===== config.mk =====
export PLATFORM = sky130hd
export DESIGN_NAME = jvm_primitive_conversion_unit
export DESIGN_NICKNAME = d
export VERILOG_FILES = /design/src/jpcu_pkg.sv /design/src/jvm_primitive_conversion_unit.sv /design/src/jpcu_front.sv /design/src/jpcu_back.sv
export SDC_FILE = /design/constraint.sdc
export NUM_CORES = 1
export LEC_CHECK = 0
export BUFFER_PORTS_ARGS = -buffer_cell sky130_fd_sc_hd__buf_4
export CAP_MARGIN = 20
export CORE_UTILIZATION = 60
export CTS_CLUSTER_SIZE = 24
export DETAILED_ROUTE_END_ITERATION = 8
export MAX_ROUTING_LAYER = met4
export PLACE_DENSITY = 0.84
export SYNTH_ARGS = -nofsm -noshare
export SYNTH_HDL_FRONTEND = slang
export SYNTH_SLANG_ARGS = --single-unit

===== constraint.sdc =====
create_clock -name clk -period 6.39 [get_ports clk]
set_input_delay 0.9585 -clock clk [delete_from_list [all_inputs] [get_ports clk]]
set_output_delay 0.9585 -clock clk [all_outputs]
set_load 0.05 [all_outputs]

===== src/jpcu_pkg.sv =====
// Package for the JVM primitive conversion unit: command codes and stage payload types.
// No dependencies.
`default_nettype none
package jpcu_pkg;
    localparam logic [2:0] CMD_I2L = 3'd0;
    localparam logic [2:0] CMD_I2F = 3'd1;
    localparam logic [2:0] CMD_F2I = 3'd2;
    localparam logic [2:0] CMD_I2B = 3'd3;
    localparam logic [2:0] CMD_I2C = 3'd4;

    typedef struct packed {
        logic [2:0]  command;
        logic [31:0] operand;
        logic        sign;
        logic [31:0] mag;
    } s1_t;

    typedef struct packed {
        logic [2:0]  command;
        logic [31:0] operand;
        logic        sign;
        logic [31:0] norm;
        logic [4:0]  top;
        logic        zero;
    } s2_t;

    typedef struct packed {
        logic [63:0] result_bits;
        logic        result_wide;
    } res_t;
endpackage
`default_nettype wire


===== src/jvm_primitive_conversion_unit.sv =====
// Top level of the JVM primitive conversion unit: three-stage pipeline.
// Throughput is one word per cycle while m_axis_tready keeps the output moving.
// Stalls propagate per stage, so gaps in the pipeline are filled while the output waits.
// Reset (rst_n, asynchronous, active low) clears only the stage valid bits.
// Depends on jpcu_pkg, jpcu_front and jpcu_back.
`default_nettype none
module jvm_primitive_conversion_unit (
    input  wire         clk,
    input  wire         rst_n,
    input  wire         s_axis_tvalid,
    output logic        s_axis_tready,
    input  wire [39:0]  s_axis_tdata,  // command[2:0], operand_bits[34:3], zero fill
    output logic        m_axis_tvalid,
    input  wire         m_axis_tready,
    output logic [63:0] m_axis_tdata,  // result_bits[63:0]
    output logic        m_axis_tuser   // result_wide
);
    import jpcu_pkg::*;
    logic v1, v2, v3;
    logic adv1, adv2, adv3;
    s2_t  s2;
    res_t res;

    assign adv3 = !v3 || m_axis_tready;
    assign adv2 = !v2 || adv3;
    assign adv1 = !v1 || adv2;
    assign s_axis_tready = adv1;

    jpcu_front u_front (
        .clk(clk), .rst_n(rst_n), .in_valid(s_axis_tvalid),
        .in_command(s_axis_tdata[2:0]), .in_operand(s_axis_tdata[34:3]),
        .adv1(adv1), .adv2(adv2), .v1_reg(v1), .v2_reg(v2), .s2_reg(s2)
    );

    jpcu_back u_back (
        .clk(clk), .rst_n(rst_n), .in_valid(v2), .s2(s2), .adv3(adv3),
        .v3_reg(v3), .res_reg(res)
    );

    assign m_axis_tvalid = v3;
    assign m_axis_tdata  = res.result_bits;
    assign m_axis_tuser  = res.result_wide;
endmodule
`default_nettype wire


===== src/jpcu_front.sv =====
// Front stages: magnitude, then normalization by leading-one position.
// Depends on jpcu_pkg.
`default_nettype none
module jpcu_front (
    input  wire               clk,
    input  wire               rst_n,
    input  wire               in_valid,
    input  wire [2:0]         in_command,
    input  wire [31:0]        in_operand,
    input  wire               adv1,
    input  wire               adv2,
    output logic              v1_reg,
    output logic              v2_reg,
    output jpcu_pkg::s2_t     s2_reg
);
    import jpcu_pkg::*;
    s1_t s1_reg;
    s1_t s1_next;
    s2_t s2_next;
    logic [4:0] lz;

    always_comb
    begin
        s1_next.command = in_command;
        s1_next.operand = in_operand;
        s1_next.sign    = in_operand[31];
        s1_next.mag     = in_operand[31] ? (32'd0 - in_operand) : in_operand;
    end

    always_comb
    begin
        lz = 5'd0;
        for (int i = 0; i < 32; i++)
        begin
            if (s1_reg.mag[i])
            begin
                lz = 5'(i);
            end
        end
        s2_next.command = s1_reg.command;
        s2_next.operand = s1_reg.operand;
        s2_next.sign    = s1_reg.sign;
        s2_next.top     = lz;
        s2_next.zero    = (s1_reg.mag == 32'd0);
        s2_next.norm    = s1_reg.mag << (5'd31 - lz);
    end

    always_ff @(posedge clk or negedge rst_n)
    begin
        if (!rst_n)
        begin
            v1_reg <= 1'b0;
            v2_reg <= 1'b0;
        end
        else
        begin
            if (adv1)
            begin
                v1_reg <= in_valid;
            end
            if (adv2)
            begin
                v2_reg <= v1_reg;
            end
        end
    end

    always_ff @(posedge clk)
    begin
        if (adv1)
        begin
            s1_reg <= s1_next;
        end
        if (adv2)
        begin
            s2_reg <= s2_next;
        end
    end
endmodule
`default_nettype wire


===== src/jpcu_back.sv =====
// Final stage: int to float with rounding, float to int by truncation, and simple extensions.
// Depends on jpcu_pkg.
`default_nettype none
module jpcu_back (
    input  wire              clk,
    input  wire              rst_n,
    input  wire              in_valid,
    input  jpcu_pkg::s2_t    s2,
    input  wire              adv3,
    output logic             v3_reg,
    output jpcu_pkg::res_t   res_reg
);
    import jpcu_pkg::*;
    res_t res_next;
    logic [24:0] mant;
    logic [7:0]  fexp;
    logic        rnd;
    logic [31:0] fbits;
    logic [7:0]  ex;
    logic [22:0] frac;
    logic [7:0]  e;
    logic [55:0] wide_m;
    logic [31:0] val;
    logic [31:0] ibits;

    always_comb
    begin
        rnd  = s2.norm[7] & (s2.norm[8] | (s2.norm[6:0] != 7'd0));
        mant = {1'b0, s2.norm[31:8]} + 25'(rnd);
        fexp = 8'(s2.top) + 8'd127 + 8'(mant[24]);
        fbits = s2.zero ? 32'd0 : {s2.sign, fexp, mant[24] ? mant[23:1] : mant[22:0]};

        ex   = s2.operand[30:23];
        frac = s2.operand[22:0];
        e    = ex - 8'd127;
        wide_m = {32'd0, 1'b1, frac} << e[4:0];
        val  = wide_m[54:23];
        if (ex == 8'hFF && frac != 23'd0)
        begin
            ibits = 32'd0;
        end
        else if (ex < 8'd127)
        begin
            ibits = 32'd0;
        end
        else if (e >= 8'd31)
        begin
            ibits = s2.operand[31] ? 32'h80000000 : 32'h7FFFFFFF;
        end
        else
        begin
            ibits = s2.operand[31] ? (32'd0 - val) : val;
        end

        res_next.result_wide = 1'b0;
        unique case (s2.command)
            CMD_I2L:
            begin
                res_next.result_bits = {{32{s2.operand[31]}}, s2.operand};
                res_next.result_wide = 1'b1;
            end
            CMD_I2F: res_next.result_bits = {32'd0, fbits};
            CMD_F2I: res_next.result_bits = {32'd0, ibits};
            CMD_I2B: res_next.result_bits = {32'd0, {24{s2.operand[7]}}, s2.operand[7:0]};
            CMD_I2C: res_next.result_bits = {48'd0, s2.operand[15:0]};
            default: res_next.result_bits = 64'd0;
        endcase
    end

    always_ff @(posedge clk or negedge rst_n)
    begin
        if (!rst_n)
        begin
            v3_reg <= 1'b0;
        end
        else if (adv3)
        begin
            v3_reg <= in_valid;
        end
    end

    always_ff @(posedge clk)
    begin
        if (adv3)
        begin
            res_reg <= res_next;
        end
    end
endmodule
`default_nettype wire


==> metrics.txt, run 1 <==
total global routing overflow=0; Netlist Area Pre-Place=roughly 12000 µm²; area leader, netlist=edfxtp_1; Max VDD drop=~0.00024 V; Max Cap Viol=0; drt via density=about 6.7; stages on the worst setup path=13; max-slew violations=0; largest net degree at the start of global routing=75; wire per inst=23.08 µm; total internal power=~2.7 mW; Async SR Flop Fraction=roughly 1.7%; endpoints failing hold=0; synthesized area per cell=~10 µm²; cts-stage hold buffer count=0; Synth Instances=~1200; delay-heaviest family, CP=adder cells; Die ar.=20920 µm²; FMAX=0.1900 GHz; Synth Area in Adders=less than 1%; Seq cells post-synth=around 180; Post-Place Cells=about 1500; slowest CP cell=ha_1; syn nets=1229; P per Cell Area=roughly 330 nW/µm²; TritonCTS Buffers=17; DP Worst Slack=roughly 1.2 ns; Setup Buffers After CTS=0; DRT Wirelength=~35000 µm; Largest register FFs=between 70 and 80; NetSw=~1.8 mW; leakage=roughly 5.3 nW; first-pass GRT wire length=~53000 µm; port bufs=around 110; Post-Synth XOR/XNOR Area=around 4.8%; worst-path maximum fanout=20; CTS tree=built; initial antenna violation count=0; Synth cell types=slightly above 80; Clock Pin Slew Worst Setup and Hold Paths=0.07 ns; final setup margin=1.128 ns; vias in the first global route=9273; simple-gate portion of the synthesized area=between 10% and 20%; fraction of layout cells with a size suffix above 1=between 10% and 20%; EDFF count, synth=around 170; Startpoint Class=flop; sequential fraction of the synthesis area=43.17%; largest cells by area after synthesis=edfxtp_1 (43%), mux2i_1 (10%), mux4_2 (4.2%); status=completed; Main synth FF type=edfxtp_1; Worst Skew=between 0.01 and 0.015 ns; core area=around 20000 µm²; Fillers=between 1000 and 1500; Reg2Reg Depth=13; actual slew at the worst max-slew pin=between 0.9 and 1 ns; Hold WC Path Type=primary input to asynchronous set/reset pin; Root Buffer=clkbuf_16; Final Setup Violations=0; largest family of logic cells by synthesized area=multiplexers; Slew Limit Headroom=37.79%; DP Area=~13000 µm²; Iter 0 DRT Violations=1157; routability cong.=about 1.0; H-tree depth=4; Initial Util=61.91%; Post-DP HPWL=~26000 µm; # diodes=0; DIE HEIGHT=around 140 µm; Die W=roughly 140 µm; Comb power frac=around 39%; Reg power frac=37.5%; NumNets Final=around 1300; non-filler cells, final=1504; Post-Route Setup TNS=0 ns; worst path cell trace=clkinv_1, ha_1, buf_4, mux2i_1, mux4_2, mux2i_1, o21ai_0, ha_1, o211ai_4, nor2_4, a311oi_1, nor4_1, o221ai_1; vias=about 10000; Tcrit/Tclk final=about 82%; post-route design area=~14000 µm²; Tot Pwr=around 4.5 mW; Synth Area in Compound Gates=between 10% and 20%; CTS sink count=around 180; Worst Path Class, Setup=flop to flop; worst skew pair latency=0.43 ns; Synth top area share=42.56%; row count=between 50 and 60; Max stage delay on crit path=about 0.95 ns; post-synthesis mux area share=between 10% and 20%; IO Count=about 110; total track usage=about a third; RSZ-0062 raised after global routing=false; Worst EP required=6.55 ns; post-route ant nets=0; Max Root-Sink Buffers=2; yosys warns=0; crit path capture type=flop; Post-CTS Resized=0; Clock power frac=about a quarter; Worst EP arrival=between 5 and 6 ns; First-pass DRT Iterations=7; FF-to-FF setup slack=about 1.1 ns; Switching Fraction=about two fifths; Worst Path Buf+Inv=2; area delta synth->final=11.70%; DR DRC count=0; Tmin final=between 5 and 6 ns
==> stage by stage <==
| step | util [%] | hold WS [ns] |
|---|---|---|
| after detailed placement | 65.92 | 0.4045 |
| after global routing | 69.15 | 0.2869 |
| after global placement | 65.92 | 0.4002 |
| final | 69.15 | 0.3014 |
| after CTS | 68.97 | 0.2915 |
| after floorplan | - | 0.4003 |
==> layout make-up <==
cell class	instances	area, µm²	share of cell area (%)
Clock buffer	18	429.2	3.148
Clock inverter	14	172.7	1.266
Inverter	28	105.1	0.7709
Multi-Input combinational cell	875	6345	46.54
Sequential cell	176	5270	38.65
Tap cell	265	331.6	2.432
Timing Repair Buffer	128	980.9	7.195
==> metal layers <==
metal	global-route usage, %	vias to the layer above	part of all wire (%)
met4	15.46	0	4.4
met5	-	-	0
met1	46.20	4827	40
li1	-	4567	-
met2	54.38	635	46
met3	5.828	106	9.7
==> kinds of logic after synthesis <==
family                   Yosys count
adder cells (fa/ha/maj)            7
multiplexers                     168
flip-flops                       176
buffers and inverters            127
AND/OR/NAND/NOR                  364
XOR/XNOR                          66
AO/OA/AOI/OAI                    270
==> placed cells by master (no fill, tap or decap), types with 14 or more instances in the layout <==
master,count
edfxtp_1,173
buf_4,127
mux2i_1,124
nand2_1,106
nor2_1,85
a21oi_1,69
o21ai_0,62
xnor2_1,47
nand3_1,35
inv_1,27
mux4_2,23
nor3_1,23
mux2_2,20
nor4_1,20
clkbuf_16,17
nand2b_1,16
xor2_1,15
o31ai_1,15
a221oi_1,14
==> cell usage after synthesis (14+ instances only) <==
cell and instances:
mux2i_1 124, a21oi_1 69, o21ai_0 63, nand3_1 35, nand2b_1 16, mux4_2 23, xor2_1 16, o31ai_1 15
xnor2_1 49, buf_4 37, nor3_1 24, nand2_1 106, nor4_1 20, edfxtp_1 173, mux2_2 20, a221oi_1 14
clkbuf_1 40, nor2_1 86, inv_1 27
==> power by group through the flow <==
stage	combinational [mW]	sequential, mW	clock [mW]
after global placement	1.68	1.70	0
after global routing	1.87	1.71	1.12
after floorplan	1.16	1.77	0
final	1.75	1.69	1.07
after CTS	1.71	1.68	1.07
after detailed placement	1.70	1.71	0
==> final timing paths <==
kind,start,endpoint
min,rst_n,u_front.v1_reg$_DFFE_PN0P_
min reg2reg,u_front.s1_reg[63]$_DFFE_PP_,u_front.s2_reg[69]$_DFFE_PP_
max,u_front.s2_reg[62]$_DFFE_PP_,u_back.res_reg[21]$_SDFFCE_PN0P_
max in group asynchronous,rst_n,u_back.v3_reg$_DFFE_PN0P_
min in group clk,u_front.s1_reg[63]$_DFFE_PP_,u_front.s2_reg[69]$_DFFE_PP_
max reg2reg,u_front.s2_reg[62]$_DFFE_PP_,u_back.res_reg[21]$_SDFFCE_PN0P_
(Power assumes the default switching activity.)
==> run 2: changes to the inputs <==
CORE_UTILIZATION = 55   (was 60)
PLACE_DENSITY = 0.82   (was 0.84)
clock period = 4.21 ns   (was 6.39 ns; I/O delays follow)
==> run 2 against run 1 <==
Compared with the run above: design area grew 5.2%; critical path depth down 1; sequential share of layout area is 1.9 points lower; global-route usage fell by 1.3 points; worst setup slack lost 1.1 ns; non-clock buffer count grew 58; largest power group unchanged.
==> metrics.txt, run 2 (synthesis gave the netlist of run 1 again) <==
Reg2Reg Depth=12 (was 13); Comb power frac=41.3% (was 38.8%); initial antenna violation count=0 (unchanged); commonest non-fill, non-tap cell in the layout=buf_4 (was edfxtp_1); NetSw=2.885 mW (was 1.809 mW); Reg power frac=35.8% (was 37.5%); DIE HEIGHT=151.0 µm (was 144.6 µm); Max Cap Viol=0 (unchanged); worst skew pair latency=0.44 ns (was 0.43 ns); total internal power=4.263 mW (was 2.699 mW); TritonCTS Buffers=17 (unchanged); DR DRC count=0 (unchanged); leakage=5.648 nW (was 5.304 nW); core area=21820 µm² (was 19720 µm²); Hold WC Path Type=primary input to flop (was primary input to asynchronous set/reset pin); Fillers=1725 (was 1480); worst hold start=s_axis_tdata[2]; first-pass GRT wire length=55570 µm (was 52760 µm); Post-DP HPWL=27720 µm (was 25870 µm); largest net degree at the start of global routing=75 (unchanged); row count=54 (was 51); FMAX=0.2404 GHz (was 0.1900 GHz); Switching Fraction=40.36% (was 40.12%); Startpoint Class=flop (unchanged); fraction of layout cells with a size suffix above 1=23.52% (was 18.48%); worst-path maximum fanout=6 (was 20); routability cong.=1.081 (was 1.011); Worst EP arrival=4.29 ns (was 5.42 ns); Iter 0 DRT Violations=1132 (was 1157); P per Cell Area=498.3 nW/µm² (was 330.6 nW/µm²); # diodes=0 (unchanged); Tmin final=4.160 ns (was 5.262 ns); Worst Path Class, Setup=flop to flop (unchanged); total track usage=33.98% (was 35.33%); CTS sink count=176 (unchanged); Root Buffer=clkbuf_16 (unchanged); Die ar.=22790 µm² (was 20920 µm²); Tcrit/Tclk final=98.82% (was 82.35%); port bufs=105 (unchanged); commonest non-fill, non-tap cells in the layout=buf_4 (177), edfxtp_1 (173), mux2i_1 (122) (was edfxtp_1 (173), buf_4 (127), mux2i_1 (124)); drt via density=6.543 (was 6.739); Tot Pwr=7.148 mW (was 4.508 mW); RR Startpoint=u_front.s2_reg[62]$_DFFE_PP_ (unchanged); CTS tree=built (unchanged); hold path depth=1; multi-input combinational cell area=6529 µm² (was 6345 µm²); Final Setup Violations=0 (unchanged); Max Root-Sink Buffers=2 (unchanged); First-pass DRT Iterations=6 (was 7); post-route ant nets=0 (unchanged); NumNets Final=1335 (was 1277); FF+latch area=5271 µm² (was 5270 µm²); DRT Wirelength=36410 µm (was 34720 µm); area delta synth->final=17.53% (was 11.70%); Clock Pin Slew Worst Setup and Hold Paths=0.08 ns (was 0.07 ns); Clock power frac=22.9% (was 23.6%); vias in the first global route=9541 (was 9273); Initial Util=55.93% (was 61.91%); Die W=151.0 µm (was 144.6 µm); max-slew violations=0 (unchanged); endpoints failing hold=0 (unchanged); hold path endpoint=u_front.s1_reg[67]$_DFFE_PP_; total global routing overflow=0 (unchanged); RSZ-0062 raised after global routing=true (was false); FF-to-FF setup slack=0.05 ns (was 1.13 ns); IO Count=111 (unchanged); Slew Limit Headroom=33.64% (was 37.79%); status=completed (unchanged); vias=10320 (was 10140); terminus of the critical flop-to-flop path=u_back.res_reg[31]$_SDFFCE_PN0P_ (was u_back.res_reg[21]$_SDFFCE_PN0P_); fin util=65.74% (was 69.15%); actual slew at the worst max-slew pin=0.9943 ns (was 0.9309 ns); wire per inst=23.09 µm (was 23.08 µm); Max VDD drop=0.0002931 V (was 0.0002429 V); Largest register FFs=73 (unchanged); crit path capture type=flop (unchanged); Worst EP required=4.34 ns (was 6.55 ns); H-tree depth=4 (unchanged); Worst Skew=0.01657 ns (was 0.01262 ns)
-- run 2: area by class of cell --
class	count	area share, %
Clock buffer	17	2.965
Clock inverter	15	1.413
Inverter	28	0.7413
Multi-Input combinational cell	875	45.51
Sequential cell	176	36.74
Tap cell	280	2.442
Timing Repair Buffer	186	10.19
-- run 2: repair_timing --
action,4_1_cts,5_1_grt
resized for setup,7,24
setup endpoints to repair,5,14
setup buffers,1,7
hold buffers,1,0
hold endpoints to repair,3,0
pin swaps,1,9
-- run 2: how the worst max path moves through the flow --
stage,start,endpoint,slack (ns),cells after the start
global placement,u_front.s2_reg[62]$_DFFE_PP_,u_back.res_reg[31]$_SDFFCE_PN0P_,-0.07,15
finish,u_front.s2_reg[62]$_DFFE_PP_,u_back.res_reg[31]$_SDFFCE_PN0P_,0.05,12
detailed placement,u_front.s2_reg[62]$_DFFE_PP_,u_back.res_reg[31]$_SDFFCE_PN0P_,-0.12,15
CTS,u_front.s2_reg[62]$_DFFE_PP_,u_back.res_reg[21]$_SDFFCE_PN0P_,0.002,14
floorplan,u_front.s2_reg[62]$_DFFE_PP_,u_back.res_reg[26]$_SDFFCE_PN0P_,0.01,15
global route,u_front.s2_reg[62]$_DFFE_PP_,u_back.res_reg[31]$_SDFFCE_PN0P_,-0.1,14
-- run 2: metrics by stage --
step	area, µm²	TNS (ns)	hold WS, ns	cells	setup slack, ns
after global routing	14350	-0.1263	0.3508	1577	-0.09623
after floorplan	12270	0	0.3359	1178	0.01323
after detailed placement	13490	-0.3035	0.4045	1536	-0.1159
final	14350	0	0.3595	1577	0.04976
after global placement	13490	-0.08496	0.4034	1536	-0.06839
after CTS	14180	0	0.3567	1570	0.001973
-- run 2: routing by layer --
metal  GRT usage (%)  share of wire (%)  vias up
li1                -                  -     4692
met1           41.19                 38     4913
met2           56.90                 50      600
met3           4.789                8.3      114
met4           14.30                4.3        0
met5               -                  0        -
-- run 2: critical path, stage by stage, from the launching register on --
cell	delay (ns)
edfxtp_1	0.41
clkinv_2	0.10
ha_4	0.33
mux4_2	0.57
mux4_2	0.53
a22oi_4	0.24
nand4b_4	0.12
or4b_4	0.50
buf_8	0.16
o41ai_4	0.32
xnor2_1	0.12
o21ai_2	0.22
o211ai_1	0.21
-- run 2: power by group through the flow --
stage | combinational, mW | clock, mW | sequential (mW)
finish | 2.95 | 1.63 | 2.56
global route | 3.15 | 1.71 | 2.59
CTS | 2.83 | 1.64 | 2.55
detailed placement | 2.79 | 0 | 2.59
global placement | 2.75 | 0 | 2.57
floorplan | 1.79 | 0 | 2.68
